$ cat src/hdl/tsam_pkg.sv
// Shared types and constants for the touch sample averaging and mapping block.
// Holds the transfer payload structs, command and register codes, and the sequencer states.
// No dependencies.
`timescale 1ns / 1ps

package tsam_pkg;

    localparam int VAL_W = 12;
    localparam int SUM_W = 14;

    // Command codes of an input transfer.
    localparam logic [1:0] CMD_SET_X     = 2'd0;
    localparam logic [1:0] CMD_SET_Y     = 2'd1;
    localparam logic [1:0] CMD_SET_PRESS = 2'd2;
    localparam logic [1:0] CMD_SYNC      = 2'd3;

    // Configuration register indexes.
    localparam logic [1:0] REG_LEFT   = 2'd0;
    localparam logic [1:0] REG_RIGHT  = 2'd1;
    localparam logic [1:0] REG_TOP    = 2'd2;
    localparam logic [1:0] REG_BOTTOM = 2'd3;

    localparam logic [VAL_W-1:0] PEN_UP   = 12'd0;
    localparam logic [VAL_W-1:0] PEN_DOWN = 12'd1;

    localparam logic [2:0] FIRST_SUMMED = 3'd3;
    localparam logic [2:0] LAST_SUMMED  = 3'd5;
    localparam logic [2:0] COUNT_LIMIT  = 3'd6;
    localparam logic [1:0] SWAP_SAMPLES = 2'd3;

    typedef struct packed {
        logic [1:0]       command;
        logic [VAL_W-1:0] value;
    } t_in_item;

    typedef struct packed {
        logic [9:0]       pixel_x;
        logic [8:0]       pixel_y;
        logic [VAL_W-1:0] raw_avg_x;
        logic [VAL_W-1:0] raw_avg_y;
        logic [1:0]       samples_used;
        logic             divide_fault;
    } t_out_item;

    typedef enum logic [2:0] {
        S_IDLE,
        S_AVG_X,
        S_AVG_Y,
        S_MAP_X,
        S_DIV_X,
        S_MAP_Y,
        S_DIV_Y,
        S_OUT
    } t_state;

endpackage

$ cat src/hdl/touch_sample_average_and_map_top.sv
// Touch sample averaging and edge-calibrated mapping to screen pixels.
// Uses tsam_pkg for payload structs, codes and sequencer states.
// One restoring divider is shared by both averages and both axes; one multiplier by both axes.
`timescale 1ns / 1ps
//
//  channel  | signals                          | direction | transfer when
//  ---------+----------------------------------+-----------+------------------------
//  event    | i_valid, o_ready, i_in           | in        | i_valid && o_ready
//  result   | o_valid, i_ready, o_out          | out       | o_valid && i_ready
//  config   | i_cfg_we, i_cfg_idx, i_cfg_data  | in        | i_cfg_we
//
//  Latch commands and pen-down syncs are handled as they are accepted. A pen-up sync runs up to four
//  divisions on the shared restoring divider: the X and Y averages, then for each axis a
//  map step and, where needed, its division, then the output state.
//  Reset is synchronous and active low; it loads the edge registers with their defaults.
//  The result waits in an output register; a new event is taken while it waits, but a
//  second pen-up sync holds in the output state until the register is free.

module touch_sample_average_and_map_top #(
    parameter int SCREEN_WIDTH  = 800,
    parameter int SCREEN_HEIGHT = 480,
    parameter int SAMPLE_BITS   = 12
) (
    input  logic                 i_clk,
    input  logic                 i_rst_n,
    input  logic                 i_valid,
    output logic                 o_ready,
    input  tsam_pkg::t_in_item   i_in,
    output logic                 o_valid,
    input  logic                 i_ready,
    output tsam_pkg::t_out_item  o_out,
    input  logic                 i_cfg_we,
    input  logic [1:0]           i_cfg_idx,
    input  logic [11:0]          i_cfg_data
);

    import tsam_pkg::*;

    localparam int SCALE_XW = $clog2(SCREEN_WIDTH + 1);
    localparam int SCALE_YW = $clog2(SCREEN_HEIGHT + 1);
    localparam int SCALE_W  = (SCALE_XW > SCALE_YW) ? SCALE_XW : SCALE_YW;
    localparam int MUL_W    = SCALE_W + VAL_W;
    localparam int DIV_W    = (MUL_W > SUM_W) ? MUL_W : SUM_W;
    localparam int CNT_W    = $clog2(DIV_W + 1);

    localparam logic [SCALE_W-1:0] SCALE_X = SCALE_W'(SCREEN_WIDTH);
    localparam logic [SCALE_W-1:0] SCALE_Y = SCALE_W'(SCREEN_HEIGHT);
    localparam logic [VAL_W-1:0] SAMPLE_MASK = (SAMPLE_BITS >= VAL_W) ? {VAL_W{1'b1}} :
        VAL_W'((32'd1 << SAMPLE_BITS) - 32'd1);

    // Configuration and touch state.
    logic [VAL_W-1:0] r_left, r_right, r_top, r_bottom;
    logic [VAL_W-1:0] r_latest_x, r_latest_y, r_latest_press;
    logic             r_started;
    logic [2:0]       r_down_cnt;
    logic [SUM_W-1:0] r_sum_x, r_sum_y;
    logic [1:0]       r_used_cnt;

    // Sequencer and working registers.
    t_state              r_state, n_state;
    logic [VAL_W-1:0]    r_ax, n_ax, r_ay, n_ay;
    logic [SCALE_W-1:0]  r_px, n_px, r_py, n_py;
    logic                r_fault, n_fault;

    // Shared divider.
    logic [DIV_W-1:0]    r_dvd;
    logic [VAL_W-1:0]    r_dvs;
    logic [VAL_W-1:0]    r_rem;
    logic [CNT_W-1:0]    r_cnt;
    logic                div_load;
    logic [DIV_W-1:0]    div_dvd;
    logic [VAL_W-1:0]    div_dvs;
    logic [VAL_W:0]      rem_sh;
    logic [VAL_W:0]      rem_sub;
    logic                rem_ge;

    // Output register.
    t_out_item r_out;
    logic      r_out_valid;
    logic      out_free;

    // Shared map datapath.
    logic [VAL_W-1:0]   map_na, map_nb, map_da, map_db;
    logic [SCALE_W-1:0] map_scale;
    logic [VAL_W:0]     num_d, den_d, num_neg, den_neg;
    logic [VAL_W-1:0]   num_mag, den_mag;
    logic               den_zero, num_zero, sign_diff, num_full;
    logic [MUL_W-1:0]   map_prod;

    logic             in_fire;
    logic [VAL_W-1:0] in_val;
    logic [2:0]       down_inc;
    logic             clear_touch;

    assign o_ready     = (r_state == S_IDLE);
    assign in_fire     = i_valid && o_ready;
    assign in_val      = i_in.value & SAMPLE_MASK;
    assign down_inc    = r_down_cnt + 3'd1;
    assign out_free    = !r_out_valid || i_ready;
    assign clear_touch = (r_state == S_OUT) && out_free;

    assign o_valid = r_out_valid;
    assign o_out   = r_out;

    // Configuration writes.
    always_ff @(posedge i_clk) begin
        if (!i_rst_n) begin
            r_left   <= 12'd4095;
            r_right  <= 12'd0;
            r_top    <= 12'd0;
            r_bottom <= 12'd4095;
        end else if (i_cfg_we) begin
            case (i_cfg_idx)
                REG_LEFT:   r_left   <= i_cfg_data;
                REG_RIGHT:  r_right  <= i_cfg_data;
                REG_TOP:    r_top    <= i_cfg_data;
                REG_BOTTOM: r_bottom <= i_cfg_data;
                default: ;
            endcase
        end
    end

    // Latches and touch accumulation.
    always_ff @(posedge i_clk) begin
        if (!i_rst_n) begin
            r_latest_x     <= '0;
            r_latest_y     <= '0;
            r_latest_press <= '0;
            r_started      <= 1'b0;
            r_down_cnt     <= 3'd1;
            r_sum_x        <= '0;
            r_sum_y        <= '0;
            r_used_cnt     <= '0;
        end else if (clear_touch) begin
            r_started  <= 1'b0;
            r_down_cnt <= 3'd1;
            r_sum_x    <= '0;
            r_sum_y    <= '0;
            r_used_cnt <= '0;
        end else if (in_fire) begin
            case (i_in.command)
                CMD_SET_X:     r_latest_x     <= in_val;
                CMD_SET_Y:     r_latest_y     <= in_val;
                CMD_SET_PRESS: r_latest_press <= in_val;
                CMD_SYNC: begin
                    if (r_latest_press == PEN_DOWN) begin
                        if (!r_started) begin
                            r_started <= 1'b1;
                        end else if (r_down_cnt < COUNT_LIMIT) begin
                            r_down_cnt <= down_inc;
                            if (down_inc >= FIRST_SUMMED && down_inc <= LAST_SUMMED) begin
                                r_sum_x    <= r_sum_x + SUM_W'(r_latest_x);
                                r_sum_y    <= r_sum_y + SUM_W'(r_latest_y);
                                r_used_cnt <= r_used_cnt + 2'd1;
                            end
                        end
                    end
                end
                default: ;
            endcase
        end
    end

    // Map operand selection, shared by both axes.
    always_comb begin
        if (r_state == S_MAP_Y) begin
            map_na    = r_ay;
            map_nb    = r_top;
            map_da    = r_bottom;
            map_db    = r_top;
            map_scale = SCALE_Y;
        end else begin
            map_na    = r_left;
            map_nb    = r_ax;
            map_da    = r_left;
            map_db    = r_right;
            map_scale = SCALE_X;
        end
    end

    assign num_d     = {1'b0, map_na} - {1'b0, map_nb};
    assign den_d     = {1'b0, map_da} - {1'b0, map_db};
    assign num_neg   = '0 - num_d;
    assign den_neg   = '0 - den_d;
    assign num_mag   = num_d[VAL_W] ? num_neg[VAL_W-1:0] : num_d[VAL_W-1:0];
    assign den_mag   = den_d[VAL_W] ? den_neg[VAL_W-1:0] : den_d[VAL_W-1:0];
    assign den_zero  = (den_d == '0);
    assign num_zero  = (num_d == '0);
    assign sign_diff = num_d[VAL_W] ^ den_d[VAL_W];
    // A ratio of one or more, with numerator and divisor of the same sign, clamps to the full screen size.
    assign num_full  = (num_mag >= den_mag);
    assign map_prod  = MUL_W'(map_scale) * MUL_W'(num_mag);

    // Sequencer.
    always_comb begin
        n_state  = r_state;
        n_ax     = r_ax;
        n_ay     = r_ay;
        n_px     = r_px;
        n_py     = r_py;
        n_fault  = r_fault;
        div_load = 1'b0;
        div_dvd  = '0;
        div_dvs  = '0;
        case (r_state)
            S_IDLE: begin
                if (in_fire && i_in.command == CMD_SYNC && r_latest_press == PEN_UP) begin
                    n_fault = 1'b0;
                    if (r_used_cnt == 2'd0) begin
                        n_ax    = '0;
                        n_ay    = '0;
                        n_state = S_MAP_X;
                    end else begin
                        div_load = 1'b1;
                        div_dvd  = DIV_W'((r_used_cnt == SWAP_SAMPLES) ? r_sum_y : r_sum_x);
                        div_dvs  = VAL_W'(r_used_cnt);
                        n_state  = S_AVG_X;
                    end
                end
            end
            S_AVG_X: begin
                if (r_cnt == '0) begin
                    n_ax     = r_dvd[VAL_W-1:0];
                    div_load = 1'b1;
                    div_dvd  = DIV_W'((r_used_cnt == SWAP_SAMPLES) ? r_sum_x : r_sum_y);
                    div_dvs  = VAL_W'(r_used_cnt);
                    n_state  = S_AVG_Y;
                end
            end
            S_AVG_Y: begin
                if (r_cnt == '0) begin
                    n_ay    = r_dvd[VAL_W-1:0];
                    n_state = S_MAP_X;
                end
            end
            S_MAP_X, S_MAP_Y: begin
                if (den_zero) begin
                    n_fault = 1'b1;
                end
                if (den_zero || num_zero || sign_diff || !num_full) begin
                    if (r_state == S_MAP_X) begin
                        n_px = '0;
                    end else begin
                        n_py = '0;
                    end
                end else begin
                    if (r_state == S_MAP_X) begin
                        n_px = map_scale;
                    end else begin
                        n_py = map_scale;
                    end
                end
                if (!den_zero && !num_zero && !sign_diff && !num_full) begin
                    div_load = 1'b1;
                    div_dvd  = DIV_W'(map_prod);
                    div_dvs  = den_mag;
                    n_state  = (r_state == S_MAP_X) ? S_DIV_X : S_DIV_Y;
                end else begin
                    n_state  = (r_state == S_MAP_X) ? S_MAP_Y : S_OUT;
                end
            end
            S_DIV_X: begin
                if (r_cnt == '0) begin
                    n_px    = r_dvd[SCALE_W-1:0];
                    n_state = S_MAP_Y;
                end
            end
            S_DIV_Y: begin
                if (r_cnt == '0) begin
                    n_py    = r_dvd[SCALE_W-1:0];
                    n_state = S_OUT;
                end
            end
            S_OUT: begin
                if (out_free) begin
                    n_state = S_IDLE;
                end
            end
            default: n_state = S_IDLE;
        endcase
    end

    always_ff @(posedge i_clk) begin
        if (!i_rst_n) begin
            r_state <= S_IDLE;
        end else begin
            r_state <= n_state;
        end
    end

    always_ff @(posedge i_clk) begin
        r_ax    <= n_ax;
        r_ay    <= n_ay;
        r_px    <= n_px;
        r_py    <= n_py;
        r_fault <= n_fault;
    end

    // Restoring divider: one quotient bit per cycle, quotient shifts into the dividend.
    assign rem_sh  = {r_rem, r_dvd[DIV_W-1]};
    assign rem_ge  = (rem_sh >= {1'b0, r_dvs});
    assign rem_sub = rem_sh - {1'b0, r_dvs};

    always_ff @(posedge i_clk) begin
        if (!i_rst_n) begin
            r_cnt <= '0;
        end else if (div_load) begin
            r_cnt <= CNT_W'(DIV_W);
        end else if (r_cnt != '0) begin
            r_cnt <= r_cnt - CNT_W'(1);
        end
    end

    always_ff @(posedge i_clk) begin
        if (div_load) begin
            r_dvd <= div_dvd;
            r_dvs <= div_dvs;
            r_rem <= '0;
        end else if (r_cnt != '0) begin
            r_dvd <= {r_dvd[DIV_W-2:0], rem_ge};
            r_rem <= rem_ge ? rem_sub[VAL_W-1:0] : rem_sh[VAL_W-1:0];
        end
    end

    // Output register.
    logic [SCALE_W+9:0] px_ext;
    logic [SCALE_W+8:0] py_ext;
    assign px_ext = {10'd0, r_px};
    assign py_ext = {9'd0, r_py};

    always_ff @(posedge i_clk) begin
        if (!i_rst_n) begin
            r_out_valid <= 1'b0;
        end else if (clear_touch) begin
            r_out_valid <= 1'b1;
        end else if (i_ready) begin
            r_out_valid <= 1'b0;
        end
    end

    always_ff @(posedge i_clk) begin
        if (clear_touch) begin
            r_out.pixel_x      <= px_ext[9:0];
            r_out.pixel_y      <= py_ext[8:0];
            r_out.raw_avg_x    <= r_ax;
            r_out.raw_avg_y    <= r_ay;
            r_out.samples_used <= r_used_cnt;
            r_out.divide_fault <= r_fault;
        end
    end

    a_used_early: assert property (@(posedge i_clk) disable iff (!i_rst_n)
        (r_down_cnt <= 3'd2) |-> (r_used_cnt == 2'd0))
        else $error("samples counted before the third pen-down sync");

    a_used_full: assert property (@(posedge i_clk) disable iff (!i_rst_n)
        (r_down_cnt == COUNT_LIMIT) |-> (r_used_cnt == SWAP_SAMPLES))
        else $error("saturated touch does not hold three samples");

    a_div_nonzero: assert property (@(posedge i_clk) disable iff (!i_rst_n)
        div_load |-> (div_dvs != '0))
        else $error("divider started with a zero divisor");

    a_out_loaded: assert property (@(posedge i_clk) disable iff (!i_rst_n)
        (r_state == S_OUT && out_free) |=> (r_out_valid && r_state == S_IDLE))
        else $error("result not presented after the output state");

    a_pixel_range: assert property (@(posedge i_clk) disable iff (!i_rst_n)
        (r_state == S_OUT) |-> (r_px <= SCALE_X && r_py <= SCALE_Y))
        else $error("mapped pixel beyond the screen range");

endmodule

$ cat config.mk
export PLATFORM = sky130hd
export DESIGN_NAME = touch_sample_average_and_map_top
export DESIGN_NICKNAME = d
export VERILOG_FILES = /design/src/hdl/tsam_pkg.sv /design/src/hdl/touch_sample_average_and_map_top.sv
export SDC_FILE = /design/constraint.sdc
export NUM_CORES = 1
export LEC_CHECK = 0
export BUFFER_PORTS_ARGS = -buffer_cell sky130_fd_sc_hd__buf_2
export CAP_MARGIN = 20
export CORE_ASPECT_RATIO = 0.6
export CORE_UTILIZATION = 56
export DETAILED_ROUTE_END_ITERATION = 8
export GPL_TIMING_DRIVEN = 0
export PLACE_DENSITY_LB_ADDON = 0.25
export RECOVER_POWER = 25
export SLEW_MARGIN = 15
export SYNTH_ARGS = -nofsm -noshare
export SYNTH_HDL_FRONTEND = slang
export SYNTH_SLANG_ARGS = --single-unit
$ cat constraint.sdc
create_clock -name i_clk -period 8.45 [get_ports i_clk]
set_input_delay 1.69 -clock i_clk [delete_from_list [all_inputs] [get_ports i_clk]]
set_output_delay 1.69 -clock i_clk [all_outputs]
set_load 0.05 [all_outputs]
# == Word-level counts from Yosys, hierarchy flattened ==
# Cells that the tools add are included.
# totals
register_bits,263
latchBits,0
mem_bits_rw,0
romBits,0
n_memories,0
# op_classes
addsub,10
multipliers,1
n_div,0
n_lt_le_gt_ge,5
n_eq_ne,25
shifts,0
muxes,59
bitwise_logic,3
n_reduce_logical,52
# ops
op,count
two-way mux 12 bit,11
two-way mux 14 bit,5
two-way mux 22 bit,3
case mux 22 bit (3 select lines),1
two-way mux 10 bit,5
case mux 12 bit (2 select lines),2
case mux 12 bit (3 select lines),1
adder 14 x 12 -> 14 bit,2
two-way mux 9 bit,3
logical NOT 13 bit,2
subtractor 12 x 12 -> 13 bit,2
subtractor 1 x 12 -> 12 bit (first input constant),2
multiplier 10 x 12 -> 22 bit,1
case mux 3 bit (7 select lines),1
AND reduction 3 bit,7
case mux 10 bit (2 select lines),1
two-way mux 3 bit,6
case mux 9 bit (2 select lines),1
!= test 2 bit (second input constant),8
two-way mux 2 bit,7
nonzero test 2 bit,7
>= comparator 13 x 12 -> 1 bit,1
equality test 12 x 1 -> 1 bit (second input constant),1
equality test 3 bit (second input constant),4
32 further kinds,71

# == Depth between registers and ports, before layout ==
# Gate-level depths: netlist of run 1.
# logic_depth
ltp_word,11
ltp_mapped,41
ltp_nobuf,38

# == Worst setup path before layout of run 1 ==
# OpenSTA, ideal clock, no wires.
# synth_path
path_type,register -> register
startpoint,register r_state[1]
endpoint,register r_dvd[21] (data pin)
setup_ns,0.261
t_arrival_ns,7.791
setup_slack_ns,0.398
stages_incl_launch_ff,38
n_path_buf,4
synth_period_minus_slack_ns,8.052
cell_sequence,dfxtp_1 clkbuf_1 nor2b_1 and2_1 clkbuf_1 buf_1 a21oi_1 ha_1 inv_1 fa_1 a211oi_2 o21a_1 nor3_1 nor2_1 o21ai_0 clkbuf_1 nor2_1 xor2_1 (+2 left out) fa_1 inv_1 fa_1 inv_1 ha_1 ha_1 ha_1 a21o_1 a21oi_1 o21ai_0 a21oi_1 nor2b_1 o21a_1 nor3_1 nor2_1 o41ai_1 xnor2_1 o21ai_0
# synth_via
elab_chain_len,11
# synth_rtl
item,line,source
start: declaration,touch_sample_average_and_map_top.sv:60,"t_state r_state, n_state;"
start signal: assignment,touch_sample_average_and_map_top.sv:287,r_state <= n_state;
"parallel branches: the longest is 10 deep, another holds multiplier 10 x 12 -> 22 bit",--,
two-way mux 22 bit (*),touch_sample_average_and_map_top.sv:315,if (div_load) begin
end signal: assignment,touch_sample_average_and_map_top.sv:316,r_dvd <= div_dvd;
end signal: assignment,touch_sample_average_and_map_top.sv:320,"r_dvd <= {r_dvd[DIV_W-2:0], rem_ge};"
end: declaration,touch_sample_average_and_map_top.sv:66,logic [DIV_W-1:0] r_dvd;
# Every way passes the cells marked *.
# A chain may end at the register's enable or synchronous reset.

# == Worst setup path after layout of run 1 ==
# layout_path
startpoint,register r_state[2]
endpoint,register r_dvd[20] (data pin)
# Same word-level chain as after synthesis.

==> results of run 1 <==
## stage by stage
step | cell area (sq um) | util [%] | worst slack [ns] | TNS, ns | hold WS [ns]
2_1_floorplan | 16000 | - | 0.3977 | 0 | 0.4003
3_3_place_gp | 16860 | 60.63 | -1.575 | -16.16 | 0.4033
3_5_place_dp | 16920 | 60.82 | -1.686 | -19.15 | 0.4045
4_1_cts | 17890 | 64.32 | 0.03230 | 0 | 0.4209
5_1_grt | 18050 | 64.90 | -0.03309 | -0.03309 | 0.4235
6_report | 18050 | 64.90 | 0.3973 | 0 | 0.4197
## cell usage after synthesis (all sizes together) (18+ instances only)
| library cell | n | share of area [%] |
|---|---|---|
| a211oi | 20 | 1.0 |
| a21boi | 31 | 1.5 |
| a21o | 24 | 1.1 |
| a21oi | 98 | 3.1 |
| and2 | 27 | 1.1 |
| and3 | 26 | 1.0 |
| clkbuf | 61 | 1.4 |
| dfxtp | 139 | 17 |
| edfxtp | 124 | 23 |
| fa | 33 | 4.1 |
| ha | 136 | 11 |
| inv | 117 | 2.7 |
| mux2i | 40 | 2.5 |
| nand2 | 253 | 6.0 |
| nand2b | 18 | 0.70 |
| nand3 | 53 | 1.7 |
| nor2 | 126 | 3.0 |
| nor2b | 55 | 2.1 |
| nor3 | 42 | 1.9 |
| o21ai | 82 | 2.6 |
| xnor2 | 42 | 2.3 |
| xor2 | 32 | 1.8 |
## how the worst max path moves through the flow
| stage | startpoint | to | slack (ns) | depth (start not counted) |
|---|---|---|---|---|
| after floorplan | r_state[1] | r_dvd[21] | 0.40 | 37 |
| after global placement | r_state[1] | r_dvd[21] | -1.57 | 37 |
| after detailed placement | r_state[1] | r_dvd[20] | -1.69 | 38 |
| after CTS | r_state[1] | r_dvd[20] | 0.03 | 38 |
| after global routing | r_state[0] | r_dvd[20] | -0.03 | 38 |
| final | r_state[2] | r_dvd[20] | 0.40 | 31 |
## layout make-up
cell class	instances	area, sq um	share of cell area, %
multi-input cells	1270	8930	49.47
flip-flops and latches	263	6510	36.06
clock buffers	32	693.2	3.840
repair buffers	99	553.0	3.063
well taps	367	459.2	2.544
inverters	117	439.2	2.433
plain buffers	72	327.8	1.816
clock inverters	14	140.1	0.7763
## timing repair
| action | 4_1_cts | 5_1_grt |
|---|---|---|
| setup buffers | 5 | 10 |
| pin swaps | 3 | 9 |
| endpoints found under the setup margin | 34 | 5 |
| gates resized for setup | 31 | 31 |
## sequential cells by signal, indices dropped and copies added, names as in the netlist, 14 cells and up
name     cells
o_out       46
r_sum_x     14
r_dvd       22
r_sum_y     14
## worst reg2reg max path, delay by kind of cell, from the launching register on
family | cells | cell delay (ns)
DFF | 1 | 0.36
and+or+nand+nor | 5 | 1.27
AOI/OAI and AO/OA | 11 | 2.31
buffers and inverters | 5 | 0.59
xor gates and xnor gates | 3 | 0.71
adders and majority gates | 7 | 2.54
## cells by family (layout without fill, tap and decap cells)
kind of cell,Yosys count,count (layout),synth area share [%]
AO/OA/AOI/OAI,352,352,14.31
buffers and inverters,191,334,4.652
adder cells (fa/ha/maj),170,170,14.82
multiplexers,40,40,2.502
XOR/XNOR,74,74,4.097
AND/OR/NAND/NOR,634,634,18.97
flip-flops,263,263,40.65
## per-layer routing
layer / part of all wire [%] / global-route usage (%)
met2: 39 / 41.66
met5: 0 / 0
met4: 1.6 / 5.632
met3: 12 / 8.184
met1: 47 / 48.95
==> metrics.cfg, run 1 <==
[outcome]
status = finished with violations
violations = design-rule violations

[synthesis]
syn_area_per_cell_sq_um = 9.283
netlist_area_sq_um = 16000
synthCells = 1724
synth_edf_count = 124
ys_seq_area_share_pct = 40.65
ys.flop_type = dfxtp_1
synth_fp_nets = 1926
ys_ff_latch = 263
yosys.cell_types.count = 70
yosysWarningCount = 0
async_reset_ff_share_pct = 0

[clock_network]
insertion_delay_ns = 0.57
root_buffer = clkbuf_16
clockBufferDepth = 3
ctsHtreeMaxLevel = 1
ctsHoldBuffers = 0
clk_pin_slew_ns = 0.07
cts_buffers = 25
clkSinkCount = 263
cts_tree = done

[floorplanning]
die_w_um = 220.2
die_h_um = 132.9
rows = 47
initial_core_util_pct = 57.54
num_io_pins = 81
dieArea_sq_um = 29280
coreArea_sq_um = 27820

[layout]
fillers = 2262
final_cell_mix = nand2_1, dfxtp_1, ha_1
layout-drive-gt1-share_pct = 11.30
final_common_cell = nand2_1
syn2layout_area_growth_pct = 12.80
layout.nets = 2050
finalNonFillerCells = 2234
insertedDiodeCount = 0

[routing]
drt-pass1-iter-count = 8
num_vias = 13426
routed_wl_mm = 44.85
viasPerCell = 6.010
wl_per_cell_um = 20.08
detail-route-antenna-nets = 0
drt-initial-drc-count = 1788
drcViolationCount = 9

[sta]
finalMaxSlewViolations = 0
fmax_mhz = 124.2
setup_viol = 0
worst_pin_slew_ns = 1.085
fin_crit_sh_pct = 95.30
slew_headroom_pct = 27.10
clock_skew_ns = 0.02590
fin_crit_ns = 8.053
hold_viol = 0

[setup_path]
arrival_ns = 8.35
reg2reg_slack_ns = 0.40
cp_slowest_cell = or4b_1
worst-setup-path-type = flop to flop
critPathMaxFanout = 7
cpPeakStageDelay_ns = 0.53
endpoint_kind = flop
r2r.worst_path.cells = 31
crit_family = adder cells
path_buf_inv = 5
worstPathRequired_ns = 8.75
cpMostUsedCell = ha_1
crit-reg2reg-launch = r_state[2]
timing.rr.end = r_dvd[20]
start_kind = flop

[global_routing]
grt_pass1_wl_mm = 69.61
overflow = 0
first_global_vias = 12479
grt_max_degree = 28
grt.total_usage_pct = 30.90
antenna_found_initial = 0

[worst_hold_path]
hold_path.class = flop to flop
holdPathEnd = o_out[35]
holdPathStages = 0
worst_hold_startpoint = r_py[8]

[job]
maxCapViolations = 0

[placement]
place.gp.congestion = 0.9331
dpl.cell_count = 2175
hpwl_mm = 34.63
io_buffers = 80

Power of run 1 is left out: the tool's default activity adds up to more than one toggle a clock period on the data nets, which glitch-free logic cannot reach.
==> run 2, diff against run 1 <==
--- a/config.mk
+++ b/config.mk
@@ -11,8 +11,9 @@
 export CORE_UTILIZATION = 56
 export DETAILED_ROUTE_END_ITERATION = 8
 export GPL_TIMING_DRIVEN = 0
+export MAX_ROUTING_LAYER = met4
 export PLACE_DENSITY_LB_ADDON = 0.25
-export RECOVER_POWER = 25
+export RECOVER_POWER = 100
 export SLEW_MARGIN = 15
 export SYNTH_ARGS = -nofsm -noshare
 export SYNTH_HDL_FRONTEND = slang
==> run 2 against run 1 <==
Net effect:
- the flow finishes with violations (design-rule violations, max-capacitance violations, max-slew violations)
- flip-flop and latch count did not move
- first-iteration DRC count fell by 5.4%
- critical path depth is 1 higher
- register-to-register slack got worse by 0.097 ns
- setup slack got worse by 0.097 ns
- count of clock-buffer cells in the layout increased by 1
- highest routed layer unchanged
- clock skew rose by 0.0096 ns
==> metrics.cfg, run 2 (synthesis results as in run 1) <==
[outcome]
status = finished with violations
violations = design-rule violations, max-capacitance violations, max-slew violations

[clock_network]
cts_buffers = 25
root_buffer = clkbuf_16
ctsHoldBuffers = 0
clockBufferDepth = 3
insertion_delay_ns = 0.57
clkSinkCount = 263
cts_tree = done
ctsHtreeMaxLevel = 1
clk_pin_slew_ns = 0.06

[sta]
slew_headroom_pct = -55.57
setup_viol = 0
worst_pin_slew_ns = 2.329
fin_crit_ns = 8.149
finalMaxSlewViolations = 24
hold_viol = 0
fmax_mhz = 122.7
fin_crit_sh_pct = 96.44
clock_skew_ns = 0.03547

[layout]
layout-drive-gt1-share_pct = 7.854
regArea_sq_um = 6510
fillers = 2272
largest_register_ff_count = 46
insertedDiodeCount = 0
syn2layout_area_growth_pct = 11.85
layout.nets = 2043
design_area_sq_um = 17900
multi_input_area_sq_um = 8956
final_cell_mix = nand2_1, dfxtp_1, ha_1
final_common_cell = nand2_1

[global_routing]
overflow = 0
first_global_vias = 12185
grt_max_degree = 27
antenna_found_initial = 3
grt.total_usage_pct = 31.37
grt_pass1_wl_mm = 68.64

[placement]
dpl_cell_area_sq_um = 16920
hpwl_mm = 34.48
io_buffers = 80
place.gp.congestion = 0.9651

[routing]
viasPerCell = 5.942
drcViolationCount = 9
num_vias = 13227
drt-pass1-iter-count = 9
wl_per_cell_um = 19.86
drt-initial-drc-count = 1692
routed_wl_mm = 44.21
detail-route-antenna-nets = 0

[floorplanning]
rows = 47
dieArea_sq_um = 29280
coreArea_sq_um = 27820
die_h_um = 132.9
num_io_pins = 81
die_w_um = 220.2
initial_core_util_pct = 57.54

[job]
maxCapViolations = 1

[setup_path]
cpPeakStageDelay_ns = 0.54
arrival_ns = 8.42
cp_slowest_cell = or4b_1
start_kind = flop
critPathMaxFanout = 10
worst-setup-path-type = flop to flop
endpoint_kind = flop
worstPathRequired_ns = 8.72

[worst_hold_path]
hold_path.class = flop to flop

[run 2: cell count changes in the layout (fill, tap and decap cells not counted), sizes merged]
| cell | change |
|---|---|
| clkinvlp | -2 |
| clkbuf | +67 |
| clkinv | +1 |
| buf | -73 |
| inv | -1 |
[run 2: path summary, 6_finish.rpt]
kind | start | endpoint | slack [ns] | depth (start not counted)
worst min register to register | r_py[7] | o_out[34] | 0.42 | 0
worst max register to register | r_state[2] | r_dvd[20] | 0.30 | 32
worst min-delay path | r_py[7] | o_out[34] | 0.42 | 0
worst max-delay path | r_state[2] | r_dvd[20] | 0.30 | 32
[run 2: cell type report]
| type | instances | area share (%) |
|---|---|---|
| Buffer | 72 | 1.747 |
| Clock inverter | 12 | 0.7129 |
| Clock buffer | 33 | 3.837 |
| Tap cell | 367 | 2.565 |
| Inverter | 117 | 2.453 |
| Multi-Input combinational cell | 1270 | 50.03 |
| Timing Repair Buffer | 92 | 2.286 |
| Sequential cell | 263 | 36.37 |
[run 2: worst max-delay path: cells and delay by family, from the launching register on]
kind	cells	cell delay [ns]
xor+xnor	3	0.59
compound gates	11	2.36
simple gates	4	1.09
buf+inv	7	0.92
fa+ha+maj	7	2.54
flops	1	0.33
[run 2: metal layers]
layer	part of all wire [%]	up-vias	routed length (um)	GRT usage [%]
met4	1.4	0	630	5.287
met1	48	6318	21140	49.41
met2	39	627	17290	40.93
met3	12	53	5146	6.483
met5	0	-	0	-
li1	-	6229	-	-
[run 2: repair_timing]
item                                    4_1_cts  5_1_grt
pin swaps                                     2       16
gates resized for setup                      32       43
endpoints found under the setup margin       59        4
buffers inserted                              3        5
[run 2: per-stage QoR]
step                      setup TNS, ns  instances  hold slack, ns  util (%)  setup WS [ns]
after global routing           -0.05471       2226          0.4316     64.36       -0.02831
after floorplan                       0       1724          0.4003         -         0.3977
after global placement           -22.48       2171          0.4030     60.63         -1.775
after CTS                             0       2222          0.4203     64.27        0.03683
after detailed placement         -27.39       2175          0.4045     60.82         -1.910
final                                 0       2226          0.4189     64.36         0.3006
Power of run 2 is left out for the same reason.
